File: src/hw/rtl/ttl_pkg.sv
// Shared types and constants for the template tag lexer.
package ttl_pkg;

   localparam int FIELD_W = 20;
   localparam int QUEUE_DEPTH = 4;
   localparam int QUEUE_AW = 2;

   typedef enum logic [4:0] {
      KIND_TEXT       = 5'd0,
      KIND_BEGIN      = 5'd1,
      KIND_BEGIN_TRIM = 5'd2,
      KIND_END        = 5'd3,
      KIND_END_TRIM   = 5'd4,
      KIND_PIPE       = 5'd5,
      KIND_COMMA      = 5'd6,
      KIND_LPAREN     = 5'd7,
      KIND_RPAREN     = 5'd8,
      KIND_HASH       = 5'd9,
      KIND_DOT        = 5'd10,
      KIND_QUESTION   = 5'd11,
      KIND_SLASH      = 5'd12,
      KIND_IDENT      = 5'd13,
      KIND_IF         = 5'd14,
      KIND_RANGE      = 5'd15,
      KIND_END_KW     = 5'd16,
      KIND_INCLUDE    = 5'd17,
      KIND_EOF        = 5'd18
   } kind_type;

   typedef enum logic [2:0] {
      ERR_NONE       = 3'd0,
      ERR_DASH       = 3'd1,
      ERR_DASH_BRACE = 3'd2,
      ERR_BRACE      = 3'd3,
      ERR_STRING     = 3'd4,
      ERR_CHAR       = 3'd5
   } err_type;

   typedef enum logic [3:0] {
      M_TEXT, M_TBRACE, M_TBEGIN, M_IDLE, M_DASH, M_DASHB, M_RBRACE, M_SLASH,
      M_COMM, M_COMMSTAR, M_STR, M_NUM, M_NUMDOT, M_FRAC, M_IDENT
   } mode_type;

   typedef struct packed {
      logic [7:0] byte_in;
      logic       end_of_source;
   } req_type;

   typedef struct packed {
      logic [4:0]         token_kind;
      logic [2:0]         error_code;
      logic [FIELD_W-1:0] start_index;
      logic [FIELD_W-1:0] lexeme_length;
      logic [FIELD_W-1:0] line_number;
      logic [FIELD_W-1:0] column;
      logic               value_trimmed;
      logic               last_of_run;
   } rsp_type;

   // all results caused by one transaction
   typedef struct packed {
      logic [1:0]    count;
      rsp_type [2:0] item;
   } bundle_type;

   // keyword spelling, one byte per position
   function automatic logic [7:0] kw_char(input logic [1:0] k, input logic [2:0] pos);
      logic [7:0] c;
      c = 8'h00;
      case (k)
         2'd0: case (pos)
            3'd0: c = "i"; 3'd1: c = "f"; default: c = 8'h00;
         endcase
         2'd1: case (pos)
            3'd0: c = "r"; 3'd1: c = "a"; 3'd2: c = "n"; 3'd3: c = "g"; 3'd4: c = "e";
            default: c = 8'h00;
         endcase
         2'd2: case (pos)
            3'd0: c = "e"; 3'd1: c = "n"; 3'd2: c = "d"; default: c = 8'h00;
         endcase
         default: case (pos)
            3'd0: c = "i"; 3'd1: c = "n"; 3'd2: c = "c"; 3'd3: c = "l"; 3'd4: c = "u";
            3'd5: c = "d"; 3'd6: c = "e"; default: c = 8'h00;
         endcase
      endcase
      return c;
   endfunction

   function automatic logic [3:0] kw_len(input logic [1:0] k);
      logic [3:0] n;
      case (k)
         2'd0: n = 4'd2;
         2'd1: n = 4'd5;
         2'd2: n = 4'd3;
         default: n = 4'd7;
      endcase
      return n;
   endfunction

endpackage

File: src/hw/rtl/ttl_front.sv
// Lexer front end: tracks position and mode, forms the results of each transaction.
module ttl_front #(
   parameter int POSITION_BITS = 20
) (
   input  logic                clock,
   input  logic                reset,
   input  logic                accept,
   input  ttl_pkg::req_type    req_item,
   output logic                bundle_push,
   output ttl_pkg::bundle_type bundle
);
   import ttl_pkg::*;

   localparam int PB = POSITION_BITS;
   localparam logic [PB-1:0] POS_MAX = {PB{1'b1}};
   localparam logic [PB-1:0] POS_ONE = PB'(1);

   mode_type mode_ff, mode_in;
   logic [PB-1:0] idx_ff, idx_in, line_ff, line_in, col_ff, col_in;
   logic [PB-1:0] st_idx_ff, st_idx_in, st_line_ff, st_line_in, st_col_ff, st_col_in;
   logic [PB-1:0] br_idx_ff, br_idx_in, br_line_ff, br_line_in, br_col_ff, br_col_in;
   logic [3:0] kw_ff, kw_in, len_ff, len_in;

   logic [7:0] b;
   logic [PB-1:0] nx_idx, nx_line, nx_col;
   logic [1:0] n;
   logic do_idle;
   logic is_digit, is_alpha;
   kind_type ident_kind;
   bundle_type res;

   function automatic rsp_type mk(input kind_type kind, input err_type err,
                                  input logic [PB-1:0] sidx, input logic [PB-1:0] eidx,
                                  input logic [PB-1:0] ln, input logic [PB-1:0] cl,
                                  input logic trim);
      rsp_type r;
      logic [PB-1:0] d;
      d = eidx - sidx;
      r.token_kind = kind;
      r.error_code = err;
      r.start_index = FIELD_W'(sidx);
      r.lexeme_length = FIELD_W'(d);
      r.line_number = FIELD_W'(ln);
      r.column = FIELD_W'(cl);
      r.value_trimmed = trim;
      r.last_of_run = 1'b0;
      return r;
   endfunction

   function automatic logic [3:0] kw_step(input logic [3:0] flags, input logic [3:0] ln,
                                          input logic [7:0] c);
      logic [3:0] f;
      f = flags;
      for (int k = 0; k < 4; k++) begin
         if (ln >= kw_len(2'(k)) || kw_char(2'(k), ln[2:0]) != c) begin
            f[k] = 1'b0;
         end
      end
      return f;
   endfunction

   assign b = req_item.byte_in;
   assign is_digit = (b >= "0") && (b <= "9");
   assign is_alpha = ((b >= "a") && (b <= "z")) || ((b >= "A") && (b <= "Z")) || (b == "_");

   // saturating next position
   always_comb begin
      nx_idx = (idx_ff == POS_MAX) ? idx_ff : idx_ff + POS_ONE;
      if (b == 8'h0A) begin
         nx_col = '0;
         nx_line = (line_ff == POS_MAX) ? line_ff : line_ff + POS_ONE;
      end else begin
         nx_col = (col_ff == POS_MAX) ? col_ff : col_ff + POS_ONE;
         nx_line = line_ff;
      end
   end

   // keyword resolution of the pending identifier
   always_comb begin
      ident_kind = KIND_IDENT;
      for (int k = 0; k < 4; k++) begin
         if (kw_ff[k] && len_ff == kw_len(2'(k))) begin
            ident_kind = kind_type'(5'(int'(KIND_IF) + k));
         end
      end
   end

   // lex one transaction
   always_comb begin
      mode_in = mode_ff;
      idx_in = idx_ff; line_in = line_ff; col_in = col_ff;
      st_idx_in = st_idx_ff; st_line_in = st_line_ff; st_col_in = st_col_ff;
      br_idx_in = br_idx_ff; br_line_in = br_line_ff; br_col_in = br_col_ff;
      kw_in = kw_ff; len_in = len_ff;
      res = '0;
      n = 2'd0;
      do_idle = 1'b0;
      if (accept) begin
         if (req_item.end_of_source) begin
            // flush pending lexeme
            unique case (mode_ff)
               M_TEXT, M_TBRACE: begin
                  if (idx_ff > st_idx_ff) begin
                     res.item[n] = mk(KIND_TEXT, ERR_NONE, st_idx_ff, idx_ff, st_line_ff,
                                      st_col_ff, 1'b0);
                     n = n + 2'd1;
                  end
               end
               M_TBEGIN: begin
                  if (br_idx_ff > st_idx_ff) begin
                     res.item[n] = mk(KIND_TEXT, ERR_NONE, st_idx_ff, br_idx_ff, st_line_ff,
                                      st_col_ff, 1'b0);
                     n = n + 2'd1;
                  end
                  res.item[n] = mk(KIND_BEGIN, ERR_NONE, br_idx_ff, idx_ff, br_line_ff,
                                   br_col_ff, 1'b0);
                  n = n + 2'd1;
               end
               M_DASH, M_DASHB, M_RBRACE, M_STR: begin
                  res.item[n] = mk(KIND_TEXT,
                                   (mode_ff == M_DASH) ? ERR_DASH :
                                   (mode_ff == M_DASHB) ? ERR_DASH_BRACE :
                                   (mode_ff == M_RBRACE) ? ERR_BRACE : ERR_STRING,
                                   st_idx_ff, idx_ff, st_line_ff, st_col_ff, 1'b0);
                  n = n + 2'd1;
               end
               M_SLASH, M_NUM, M_FRAC, M_IDENT: begin
                  res.item[n] = mk((mode_ff == M_SLASH) ? KIND_SLASH :
                                   (mode_ff == M_IDENT) ? ident_kind : KIND_IDENT,
                                   ERR_NONE, st_idx_ff, idx_ff, st_line_ff, st_col_ff, 1'b0);
                  n = n + 2'd1;
               end
               M_NUMDOT: begin
                  res.item[n] = mk(KIND_IDENT, ERR_NONE, st_idx_ff, br_idx_ff, st_line_ff,
                                   st_col_ff, 1'b0);
                  n = n + 2'd1;
                  res.item[n] = mk(KIND_DOT, ERR_NONE, br_idx_ff, br_idx_ff + POS_ONE,
                                   br_line_ff, br_col_ff, 1'b0);
                  n = n + 2'd1;
               end
               default: ;
            endcase
            res.item[n] = mk(KIND_EOF, ERR_NONE, idx_ff, idx_ff, line_ff, col_ff, 1'b0);
            n = n + 2'd1;
            // return to reset state
            mode_in = M_TEXT;
            idx_in = '0; line_in = POS_ONE; col_in = '0;
            st_idx_in = '0; st_line_in = POS_ONE; st_col_in = '0;
            br_idx_in = '0; br_line_in = POS_ONE; br_col_in = '0;
            kw_in = 4'hF; len_in = '0;
         end else begin
            unique case (mode_ff)
               M_TEXT: begin
                  if (b == "{") begin
                     mode_in = M_TBRACE;
                     br_idx_in = idx_ff; br_line_in = line_ff; br_col_in = col_ff;
                  end
               end
               M_TBRACE: mode_in = (b == "{") ? M_TBEGIN : M_TEXT;
               M_TBEGIN: begin
                  if (br_idx_ff > st_idx_ff) begin
                     res.item[n] = mk(KIND_TEXT, ERR_NONE, st_idx_ff, br_idx_ff, st_line_ff,
                                      st_col_ff, 1'b0);
                     n = n + 2'd1;
                  end
                  if (b == "-") begin
                     res.item[n] = mk(KIND_BEGIN_TRIM, ERR_NONE, br_idx_ff, nx_idx,
                                      br_line_ff, br_col_ff, 1'b0);
                     n = n + 2'd1;
                     mode_in = M_IDLE;
                     st_idx_in = nx_idx; st_line_in = nx_line; st_col_in = nx_col;
                  end else begin
                     res.item[n] = mk(KIND_BEGIN, ERR_NONE, br_idx_ff, idx_ff, br_line_ff,
                                      br_col_ff, 1'b0);
                     n = n + 2'd1;
                     do_idle = 1'b1;
                  end
               end
               M_IDLE: do_idle = 1'b1;
               M_DASH: begin
                  if (b == "}") begin
                     mode_in = M_DASHB;
                  end else begin
                     res.item[n] = mk(KIND_TEXT, ERR_DASH, st_idx_ff, idx_ff, st_line_ff,
                                      st_col_ff, 1'b0);
                     n = n + 2'd1;
                     do_idle = 1'b1;
                  end
               end
               M_DASHB, M_RBRACE: begin
                  if (b == "}") begin
                     res.item[n] = mk((mode_ff == M_DASHB) ? KIND_END_TRIM : KIND_END,
                                      ERR_NONE, st_idx_ff, nx_idx, st_line_ff, st_col_ff,
                                      1'b0);
                     n = n + 2'd1;
                     mode_in = M_TEXT;
                     st_idx_in = nx_idx; st_line_in = nx_line; st_col_in = nx_col;
                  end else begin
                     res.item[n] = mk(KIND_TEXT,
                                      (mode_ff == M_DASHB) ? ERR_DASH_BRACE : ERR_BRACE,
                                      st_idx_ff, idx_ff, st_line_ff, st_col_ff, 1'b0);
                     n = n + 2'd1;
                     do_idle = 1'b1;
                  end
               end
               M_SLASH: begin
                  if (b == "*") begin
                     mode_in = M_COMM;
                  end else begin
                     res.item[n] = mk(KIND_SLASH, ERR_NONE, st_idx_ff, idx_ff, st_line_ff,
                                      st_col_ff, 1'b0);
                     n = n + 2'd1;
                     do_idle = 1'b1;
                  end
               end
               M_COMM: begin
                  if (b == "*") mode_in = M_COMMSTAR;
               end
               M_COMMSTAR: begin
                  if (b == "/") mode_in = M_IDLE;
                  else if (b != "*") mode_in = M_COMM;
               end
               M_STR: begin
                  if (b == 8'h22) begin
                     res.item[n] = mk(KIND_IDENT, ERR_NONE, st_idx_ff, nx_idx, st_line_ff,
                                      st_col_ff, 1'b1);
                     n = n + 2'd1;
                     mode_in = M_IDLE;
                  end
               end
               M_NUM, M_FRAC: begin
                  if (is_digit) begin
                     mode_in = mode_ff;
                  end else if (mode_ff == M_NUM && b == ".") begin
                     mode_in = M_NUMDOT;
                     br_idx_in = idx_ff; br_line_in = line_ff; br_col_in = col_ff;
                  end else begin
                     res.item[n] = mk(KIND_IDENT, ERR_NONE, st_idx_ff, idx_ff, st_line_ff,
                                      st_col_ff, 1'b0);
                     n = n + 2'd1;
                     do_idle = 1'b1;
                  end
               end
               M_NUMDOT: begin
                  if (is_digit) begin
                     mode_in = M_FRAC;
                  end else begin
                     res.item[n] = mk(KIND_IDENT, ERR_NONE, st_idx_ff, br_idx_ff, st_line_ff,
                                      st_col_ff, 1'b0);
                     n = n + 2'd1;
                     res.item[n] = mk(KIND_DOT, ERR_NONE, br_idx_ff, br_idx_ff + POS_ONE,
                                      br_line_ff, br_col_ff, 1'b0);
                     n = n + 2'd1;
                     do_idle = 1'b1;
                  end
               end
               M_IDENT: begin
                  if (is_alpha || is_digit) begin
                     kw_in = kw_step(kw_ff, len_ff, b);
                     len_in = (len_ff == 4'hF) ? len_ff : len_ff + 4'd1;
                  end else begin
                     res.item[n] = mk(ident_kind, ERR_NONE, st_idx_ff, idx_ff, st_line_ff,
                                      st_col_ff, 1'b0);
                     n = n + 2'd1;
                     do_idle = 1'b1;
                  end
               end
               default: mode_in = M_TEXT;
            endcase

            // lex the byte afresh inside a tag
            if (do_idle) begin
               st_idx_in = idx_ff; st_line_in = line_ff; st_col_in = col_ff;
               mode_in = M_IDLE;
               if (b == "|" || b == "," || b == "(" || b == ")" || b == "#" || b == "." ||
                   b == "?") begin
                  res.item[n] = mk((b == "|") ? KIND_PIPE : (b == ",") ? KIND_COMMA :
                                   (b == "(") ? KIND_LPAREN : (b == ")") ? KIND_RPAREN :
                                   (b == "#") ? KIND_HASH : (b == ".") ? KIND_DOT :
                                   KIND_QUESTION, ERR_NONE, idx_ff, idx_ff + POS_ONE,
                                   line_ff, col_ff, 1'b0);
                  n = n + 2'd1;
               end else if (b == "-") begin
                  mode_in = M_DASH;
               end else if (b == "}") begin
                  mode_in = M_RBRACE;
               end else if (b == "/") begin
                  mode_in = M_SLASH;
               end else if (b == 8'h22) begin
                  mode_in = M_STR;
               end else if (is_digit) begin
                  mode_in = M_NUM;
               end else if (is_alpha) begin
                  mode_in = M_IDENT;
                  kw_in = kw_step(4'hF, 4'd0, b);
                  len_in = 4'd1;
               end else if (b != " " && b != 8'h0D && b != 8'h0A && b != 8'h09) begin
                  res.item[n] = mk(KIND_TEXT, ERR_CHAR, idx_ff, idx_ff + POS_ONE,
                                   line_ff, col_ff, 1'b0);
                  n = n + 2'd1;
               end
            end
            idx_in = nx_idx; line_in = nx_line; col_in = nx_col;
         end
      end
      // mark the last result of the transaction
      for (int i = 0; i < 3; i++) begin
         res.item[i].last_of_run = (n == 2'(i + 1));
      end
      res.count = n;
   end

   assign bundle = res;
   assign bundle_push = accept && (n != 2'd0);

   // hold lexer state
   always_ff @(posedge clock) begin
      if (reset) begin
         mode_ff <= M_TEXT;
         idx_ff <= '0; line_ff <= POS_ONE; col_ff <= '0;
         st_idx_ff <= '0; st_line_ff <= POS_ONE; st_col_ff <= '0;
         br_idx_ff <= '0; br_line_ff <= POS_ONE; br_col_ff <= '0;
         kw_ff <= 4'hF; len_ff <= '0;
      end else begin
         mode_ff <= mode_in;
         idx_ff <= idx_in; line_ff <= line_in; col_ff <= col_in;
         st_idx_ff <= st_idx_in; st_line_ff <= st_line_in; st_col_ff <= st_col_in;
         br_idx_ff <= br_idx_in; br_line_ff <= br_line_in; br_col_ff <= br_col_in;
         kw_ff <= kw_in; len_ff <= len_in;
      end
   end

endmodule

File: src/hw/rtl/ttl_queue.sv
// Short queue of result bundles between the lexer and the result sequencer.
module ttl_queue (
   input  logic                clock,
   input  logic                reset,
   input  logic                push,
   input  ttl_pkg::bundle_type push_data,
   output logic                full,
   input  logic                pop,
   output logic                empty,
   output ttl_pkg::bundle_type head
);
   import ttl_pkg::*;

   bundle_type slot_ff [QUEUE_DEPTH];
   logic [QUEUE_AW-1:0] wr_ff, wr_in, rd_ff, rd_in;
   logic [QUEUE_AW:0] cnt_ff, cnt_in;

   assign full = (cnt_ff == (QUEUE_AW + 1)'(QUEUE_DEPTH));
   assign empty = (cnt_ff == '0);
   assign head = slot_ff[rd_ff];

   // advance pointers
   always_comb begin
      wr_in = push ? wr_ff + 1'b1 : wr_ff;
      rd_in = pop ? rd_ff + 1'b1 : rd_ff;
      cnt_in = cnt_ff + (QUEUE_AW + 1)'(push) - (QUEUE_AW + 1)'(pop);
   end

   always_ff @(posedge clock) begin
      if (reset) begin
         wr_ff <= '0;
         rd_ff <= '0;
         cnt_ff <= '0;
      end else begin
         wr_ff <= wr_in;
         rd_ff <= rd_in;
         cnt_ff <= cnt_in;
      end
   end

   // store bundle
   always_ff @(posedge clock) begin
      if (push) begin
         slot_ff[wr_ff] <= push_data;
      end
   end

endmodule

File: src/hw/rtl/ttl_back.sv
// Result sequencer: hands out each bundle's results one per cycle while taken.
module ttl_back (
   input  logic                clock,
   input  logic                reset,
   input  logic                q_empty,
   input  ttl_pkg::bundle_type head,
   output logic                q_pop,
   output logic                out_valid,
   output ttl_pkg::rsp_type    out_item,
   input  logic                out_take
);
   import ttl_pkg::*;

   logic [1:0] sub_ff, sub_in;
   logic valid_ff, valid_in;
   rsp_type item_ff, item_in;
   logic load;

   assign load = !q_empty && (!valid_ff || out_take);
   assign q_pop = load && (sub_ff == head.count - 2'd1);

   // step through the bundle and refill the output register
   always_comb begin
      sub_in = sub_ff;
      valid_in = valid_ff && !out_take;
      item_in = item_ff;
      if (load) begin
         item_in = head.item[sub_ff];
         valid_in = 1'b1;
         sub_in = q_pop ? 2'd0 : sub_ff + 2'd1;
      end
   end

   always_ff @(posedge clock) begin
      if (reset) begin
         sub_ff <= '0;
         valid_ff <= 1'b0;
      end else begin
         sub_ff <= sub_in;
         valid_ff <= valid_in;
      end
   end

   always_ff @(posedge clock) begin
      item_ff <= item_in;
   end

   assign out_valid = valid_ff;
   assign out_item = item_ff;

endmodule

File: src/hw/rtl/template_tag_lexer.sv
// Top level of the template tag lexer.
// Takes one source byte per cycle while not full (push/full) and returns tokens
// and error items (empty/pop), with start index, length, line and column; an
// end-of-source transaction flushes, emits eof and restarts the counters. Each
// byte is lexed by the state machine; a byte can cause up to three results, which
// queue as one bundle in a four-entry queue and leave at one result per cycle
// while popped, through an output register, sustaining one byte per cycle unless
// results average more than one per byte. Positions saturate at 2^POSITION_BITS-1.
module template_tag_lexer #(
   parameter int POSITION_BITS = 20
) (
   input  logic             clock,
   input  logic             reset,
   input  logic             push,
   output logic             full,
   input  ttl_pkg::req_type req_item,
   output logic             empty,
   input  logic             pop,
   output ttl_pkg::rsp_type rsp_item
);
   import ttl_pkg::*;

   logic accept, b_push, q_full, q_empty, q_pop, out_valid;
   bundle_type b_data, q_head;

   assign full = q_full;
   assign accept = push && !q_full;

   ttl_front #(.POSITION_BITS(POSITION_BITS)) u_front (
      .clock(clock), .reset(reset), .accept(accept), .req_item(req_item),
      .bundle_push(b_push), .bundle(b_data)
   );

   ttl_queue u_queue (
      .clock(clock), .reset(reset), .push(b_push), .push_data(b_data), .full(q_full),
      .pop(q_pop), .empty(q_empty), .head(q_head)
   );

   ttl_back u_back (
      .clock(clock), .reset(reset), .q_empty(q_empty), .head(q_head), .q_pop(q_pop),
      .out_valid(out_valid), .out_item(rsp_item), .out_take(pop)
   );

   assign empty = !out_valid;

endmodule
File: config.mk
export PLATFORM = sky130hd
export DESIGN_NAME = template_tag_lexer
export DESIGN_NICKNAME = d
export VERILOG_FILES = /design/src/hw/rtl/ttl_pkg.sv /design/src/hw/rtl/ttl_front.sv /design/src/hw/rtl/ttl_queue.sv /design/src/hw/rtl/ttl_back.sv /design/src/hw/rtl/template_tag_lexer.sv
export SDC_FILE = /design/constraint.sdc
export NUM_CORES = 2
export LEC_CHECK = 0
export ABC_AREA = 0
export ABC_CLOCK_PERIOD_IN_PS = 40100
export BUFFER_PORTS_ARGS = -buffer_cell sky130_fd_sc_hd__buf_2
export CAP_MARGIN = 0
export CELL_PAD_IN_SITES_DETAIL_PLACEMENT = 0
export CELL_PAD_IN_SITES_GLOBAL_PLACEMENT = 1
export CORE_MARGIN = 2
export CORE_UTILIZATION = 55
export CTS_BUF_LIST = sky130_fd_sc_hd__clkbuf_8
export CTS_CLUSTER_DIAMETER = 100
export DETAILED_ROUTE_END_ITERATION = 16
export PLACE_DENSITY_LB_ADDON = 0.1
export SLEW_MARGIN = 20
export SYNTH_ARGS = -nofsm -noshare
export SYNTH_HDL_FRONTEND = slang
export SYNTH_SLANG_ARGS = --single-unit
File: constraint.sdc
create_clock -name clock -period 40.1 [get_ports clock]
set_input_delay 4.01 -clock clock [delete_from_list [all_inputs] [get_ports clock]]
set_output_delay 4.01 -clock clock [all_outputs]
set_load 0.03 [all_outputs]
# After elaboration in Yosys (flattened, before gate mapping)
# Memories as Yosys holds them, arrays and structs flattened. A register that Yosys moved wholly into a read port is not among the register bits.
# Cells that the tools add are included.
# classes
eq_ne	75
magnitude_cmp	25
n_reduce_logical	59
addsub	23
muxes	323
# op_table
cell	count
$mux 270	12
$mux 90	27
$bwmux 270	6
$demux 90 s2	4
$pmux 90 s8	1
$mux 20	32
$pmux 90 s5	1
$mux 4	100
$mux 8	46
$pmux 90 s2	2
$mux 89	3
$pmux 20 s2	6
$bmux 90 s2	1
$mux 179	1
$mux 82	2
$sub 20x20->20	8
$mux 83	1
$add 20x1->20 const B	4
$eq 8x6->1 const B	10
$eq 20x20->1 const B	3
$mux 2	28
$ne 8x8->1	7
$pmux 7 s7	1
$pmux 4 s12	1
58 further kinds	198
# word_totals
elab_cells	531
out_inout_bits	92
ff_bits	292
memories	1
ramBits	1088
in_bits	13
# memory_table
name	words	width	rd	rd_clocked_by_memory_dff	wr	line	source
u_queue.slot_ff	4	272	1	1	1	ttl_queue.sv:14	bundle_type slot_ff [QUEUE_DEPTH];

# Longest topological paths before layout
# depth
word_depth	26
depth_mapped	22
ltp_nobuf	20

# Cells and area by module
# From an unflattened synthesis, not the netlist that was laid out.
# hier_totals
hier_cells	5485
area_unflattened_um2	69127.5
# modules_own_cells
mod	cells_each	area_per_inst_um2	n_inst	seq_area_each_um2
ttl_queue	1462	39569.2	1	32851.5
ttl_front	3608	24785.0	1	3843.7
ttl_back	413	4755.8	1	2762.6
template_tag_lexer	2	17.5	1	0.0

# Worst setup path after synthesis
# OpenSTA, ideal clock, no wires.
# synth_timing
path_kind	input-to-reg
startpoint	in req_item[8] (netlist name)
endpoint	mem u_queue.slot_ff[0][0] (netlist name) (enable)
t_required_ps	39169
path_buffers	2
arrival_ps	18302
path_stages	14
path_slack_ps	20867
setup_ps	931
path_cell_list	buf_6 or4b_4 buf_6 nor4_1 or3_1 nand2_1 or4b_4 nor2_4 ha_1 inv_1 mux2i_1 o22a_1 o221a_2 nor2b_1
# synth_via
elab_chain_cells	25
word_cells_on_any_way	75
cone_classes	add/sub: 1; order compare: 6; eq/ne: 17; mux: 33; reduce/logical: 18
# synth_lines
element	line	source
start, declared	template_tag_lexer.sv:16	input ttl_pkg::req_type req_item,
$ge 8x7->1 / $le 8x7->1 (equally long branches)	ttl_front.sv:64	assign is_alpha = ((b >= "a") && (b <= "z")) || ((b >= "A") && (b <= "Z")) || (b == "_");
$logic_and 1x1->1	ttl_front.sv:64	
$logic_or 1x1->1 (2 in series)	ttl_front.sv:64	
$logic_or 1x1->1	ttl_front.sv:258	if (is_alpha || is_digit) begin
$mux 1	ttl_front.sv:258	
$pmux 2 s8	ttl_front.sv:152	unique case (mode_ff)
$mux 2	ttl_front.sv:99	if (req_item.end_of_source) begin
$mux 2	ttl_front.sv:98	if (accept) begin
(+8 left out)	--	
$mux 2	ttl_front.sv:275	if (b == "|" || b == "," || b == "(" || b == ")" || b == "#" || b == "." ||
$mux 2 *	ttl_front.sv:272	if (do_idle) begin
$mux 2 *	ttl_front.sv:99	
$mux 2 *	ttl_front.sv:98	
$reduce_bool 2->1 *	ttl_front.sv:314	assign bundle_push = accept && (n != 2'd0);
$logic_and 1x1->1 *	ttl_front.sv:314	
$mux 1 *	ttl_queue.sv:43	if (push) begin
$mux 1 (not written as such) *	ttl_queue.sv:44	slot_ff[wr_ff] <= push_data;
end, declared	ttl_queue.sv:14	
# Mark *: on every way between the ends. The rest lies on a longest branch, timed or not. The select of a mux whose other input is x is not followed.

# Worst setup path after layout
# layout_timing
startpoint	in req_item[4] (netlist name)
endpoint	mem u_queue.slot_ff[0][54] (netlist name) (enable)
# Same word-level chain as after synthesis.

==> run metrics <==
Yosys reg bits 1358; Critical R2R Capture u_queue.slot_ff[0][54]; RSZ-0062 raised after global routing false; share of post-route cells with drive strength above 1 0.158; status completed; worst stage delay on the critical path 0.80 ns; Reg power frac 0.469; fmax 0.101 GHz; largest net degree at the start of global routing 122; P per Cell Area 50.0 nW/um^2; RePlAce Congestion 0.957; DP Area 70300 sq um; Clock Tree Buf Depth 3; hold path start u_front.kw_ff[0]; clock power share 0.303; total grt overflow 0; Critical R2R Launch u_front.br_idx_ff[0]; Finish-stage setup viols 0; clk sinks 1358; synth unique cells 96; syn_area_per_cell 12.4 sq um; post-synthesis compound-gate area fraction 0.145; Hold Buf Count CTS 0; Vias 48914; post-synth top area cell edfxtp_1; I/O pin count 105; drt total wl 211000 um; Switching Fraction 0.314; MaxCap Viol Count 0; Simple-Gate Fraction of Synth Area 0.104; Area contributors post-synth edfxtp_1 51%, mux4_2 8.8%, dfxtp_1 6.0%; post-synth top area share 0.507; CTS Buf Count 217; worst path bufs/invs 5; post-synthesis sequential area ratio 0.567; CTS root buf clkbuf_8; ys flop type edfxtp_1; internal power 2.55 mW; DR top layer met4; nets 5657; Worst Max-Slew Pin Slew 1.16 ns; Adder-Cell Fraction of Synth Area 0.0265; Final Hold Fails 0; Post-Syn Area 68300 sq um; DR DRC count 0; H-tree depth 4; Synth Instances 5512; Max VDD drop 43.7 uV; Starting Density 0.553; worst r2r path cells 19; ANT nets after route 0; largest fanout on the critical path 59; cell area after layout 74400 sq um; Lkg Pwr 24.8 nW; Post-synth EDFFs 1154; Rel. slew slack 0.223; xor/xnor share of the synthesized area 0.0192; vias per std cell 6.68; min Tclk post-route 9.87 ns; Placement Rows 129; post-detail-place hpwl 133000 um; critical-path cell list buf_2 -> nand4b_1 -> nor2_1 -> a21oi_1 -> or4b_4 -> nor2_4 -> ha_1 -> inv_1 -> mux2i_1 -> o22a_1 -> o221a_2 -> nor2b_4 -> buf_4 -> buf_4 -> buf_4; DR iter-0 viols 5814; setup TNS 0 ns; CORE AREA 123000 sq um; WP data required 40.66 ns; total power 3.72 mW; Die Ht 357 um; worst hold path cell count 2; Crit path depth 15; P&R area growth vs syn 8.87%; Ys Warns 0; CP top delay family buffers and inverters; drt first pass iters 7; first-pass GRT wire length 312000 um; vias in the first global route 47726; most used cell, CP buf_4; Comb power frac 0.228; initial antenna violation count 3; Worst Hold Class flip-flop to flip-flop; Final period util 0.246; Async SR Flop Fraction 0; Die X 357 um; met1 wire length 85700 um; commonest non-fill, non-tap cell in the layout edfxtp_1; Crit Path Class input pin to flip-flop; R2R Setup Slk 31.85 ns; clock transition at the registers of the reported paths 0.06 ns; WL/cell 28.9 um; All-Layer GR Usage 0.331; P_sw 1.17 mW; largest family of logic cells by synthesized area compound AO/OA/AOI/OAI gates; Fillers 9929; Setup crit end kind flip-flop; CP startpoint req_item[4]; die area 127000 sq um; mux share of post-synthesis cell area 0.105; Setup Skew 0.0540 ns; I/O Buffers 104; Setup Buffers After CTS 0; CP max-delay cell buf_4; fin. max-slew vios 0; total length of routed met3 wires 17100 um; WHS Endpoint u_front.kw_ff[0]; most frequent cells in the layout 1154 x edfxtp_1, 478 x nand2_1, 432 x nor2_1, 296 x a21oi_1, 266 x mux4_2; CTS tree yes; CP Launch Type input pin; clk_lat worst skew 0.99 ns; Arr. time, crit path 10.44 ns; Resized Gates After CTS 0; met2 wire length 100000 um
## routing by layer
metal	global-route usage	up-vias
li1	-	21423
met2	0.531	2340
met3	0.0637	450
met1	0.445	24701
met4	0.136	0
met5	0	-
## synth_stat cells, types with 41 or more instances
cell,instances
edfxtp_1,1154
nor3_1,122
a22o_1,116
and2_1,90
ha_1,135
xor2_1,57
xnor2_1,93
nand3_1,69
mux2i_1,110
clkbuf_1,358
a21oi_1,298
nand2_1,480
mux4_2,266
a211oi_1,134
o21ai_0,240
a21o_1,41
buf_1,54
a22oi_1,128
and3_1,85
a311oi_1,70
dfxtp_1,204
nor2_1,436
a221oi_2,46
nor2b_1,47
inv_1,106
## through the flow
step	worst slack (ns)	hold WS, ns	utilization	instances
floorplan	20.87	0.421	-	5515
global placement	29.20	0.440	0.569	6921
detailed placement	29.34	0.445	0.569	6921
CTS	30.40	0.455	0.603	7324
global route	29.90	0.468	0.603	7325
finish	30.23	0.456	0.603	7326
## state kept, by name, summed over array words and instances, names as in the netlist, named ones only
name	count
u_front.line_ff	20
u_front.br_col_ff	20
u_front.len_ff	4
u_front.st_col_ff	20
u_front.kw_ff	4
u_front.st_idx_ff	20
u_queue.wr_ff	2
u_front.idx_ff	20
u_front.mode_ff	4
u_back.out_valid	1
u_queue.cnt_ff	3
u_back.sub_ff	2
u_back.out_item	90
u_queue.rd_ff	2
u_queue.slot_ff	1064
u_front.st_line_ff	20
u_front.col_ff	20
u_front.br_idx_ff	20
u_front.br_line_ff	20
## worst max path at each step
stage	endpoint	slack, ns
after floorplan	u_queue.slot_ff[0][0]	20.87
after global placement	u_queue.slot_ff[0][242]	29.20
after detailed placement	u_queue.slot_ff[0][234]	29.34
after CTS	u_queue.slot_ff[0][236]	30.40
after global routing	u_queue.slot_ff[0][244]	29.90
final	u_queue.slot_ff[0][54]	30.23
## kinds of logic after synthesis
group / count (synthesis)
and+or+nand+nor: 1517
AOI/OAI and AO/OA: 1392
DFF: 1358
buffers and inverters: 567
muxes: 386
xor gates and xnor gates: 150
adders and majority gates: 141
other: 1
## area by class of cell
cell class / instances / area (sq um) / share of cell area
Antenna cell: 2 / 5.00 / 0.0000673
Clock buffer: 224 / 3080 / 0.0414
Clock inverter: 179 / 1020 / 0.0137
Inverter: 108 / 408 / 0.00548
Multi-Input combinational cell: 3590 / 27600 / 0.371
Sequential cell: 1358 / 38800 / 0.521
Tap cell: 1637 / 2050 / 0.0275
Timing Repair Buffer: 228 / 1520 / 0.0204
## power groups by stage
stage | Clock (mW) | Sequential [mW] | Combinational, mW
floorplan | 0 | 1.89 | 0.485
global placement | 0 | 1.77 | 0.849
detailed placement | 0 | 1.77 | 0.857
CTS | 1.15 | 1.75 | 0.858
global route | 1.21 | 1.76 | 0.903
finish | 1.13 | 1.74 | 0.850
## tightest hold or removal path: stages (launching register included)
cell and delay, ns:
dfxtp_1 0.32, nand2_1 0.05, nand2_1 0.04
(Power assumes the default switching activity.)
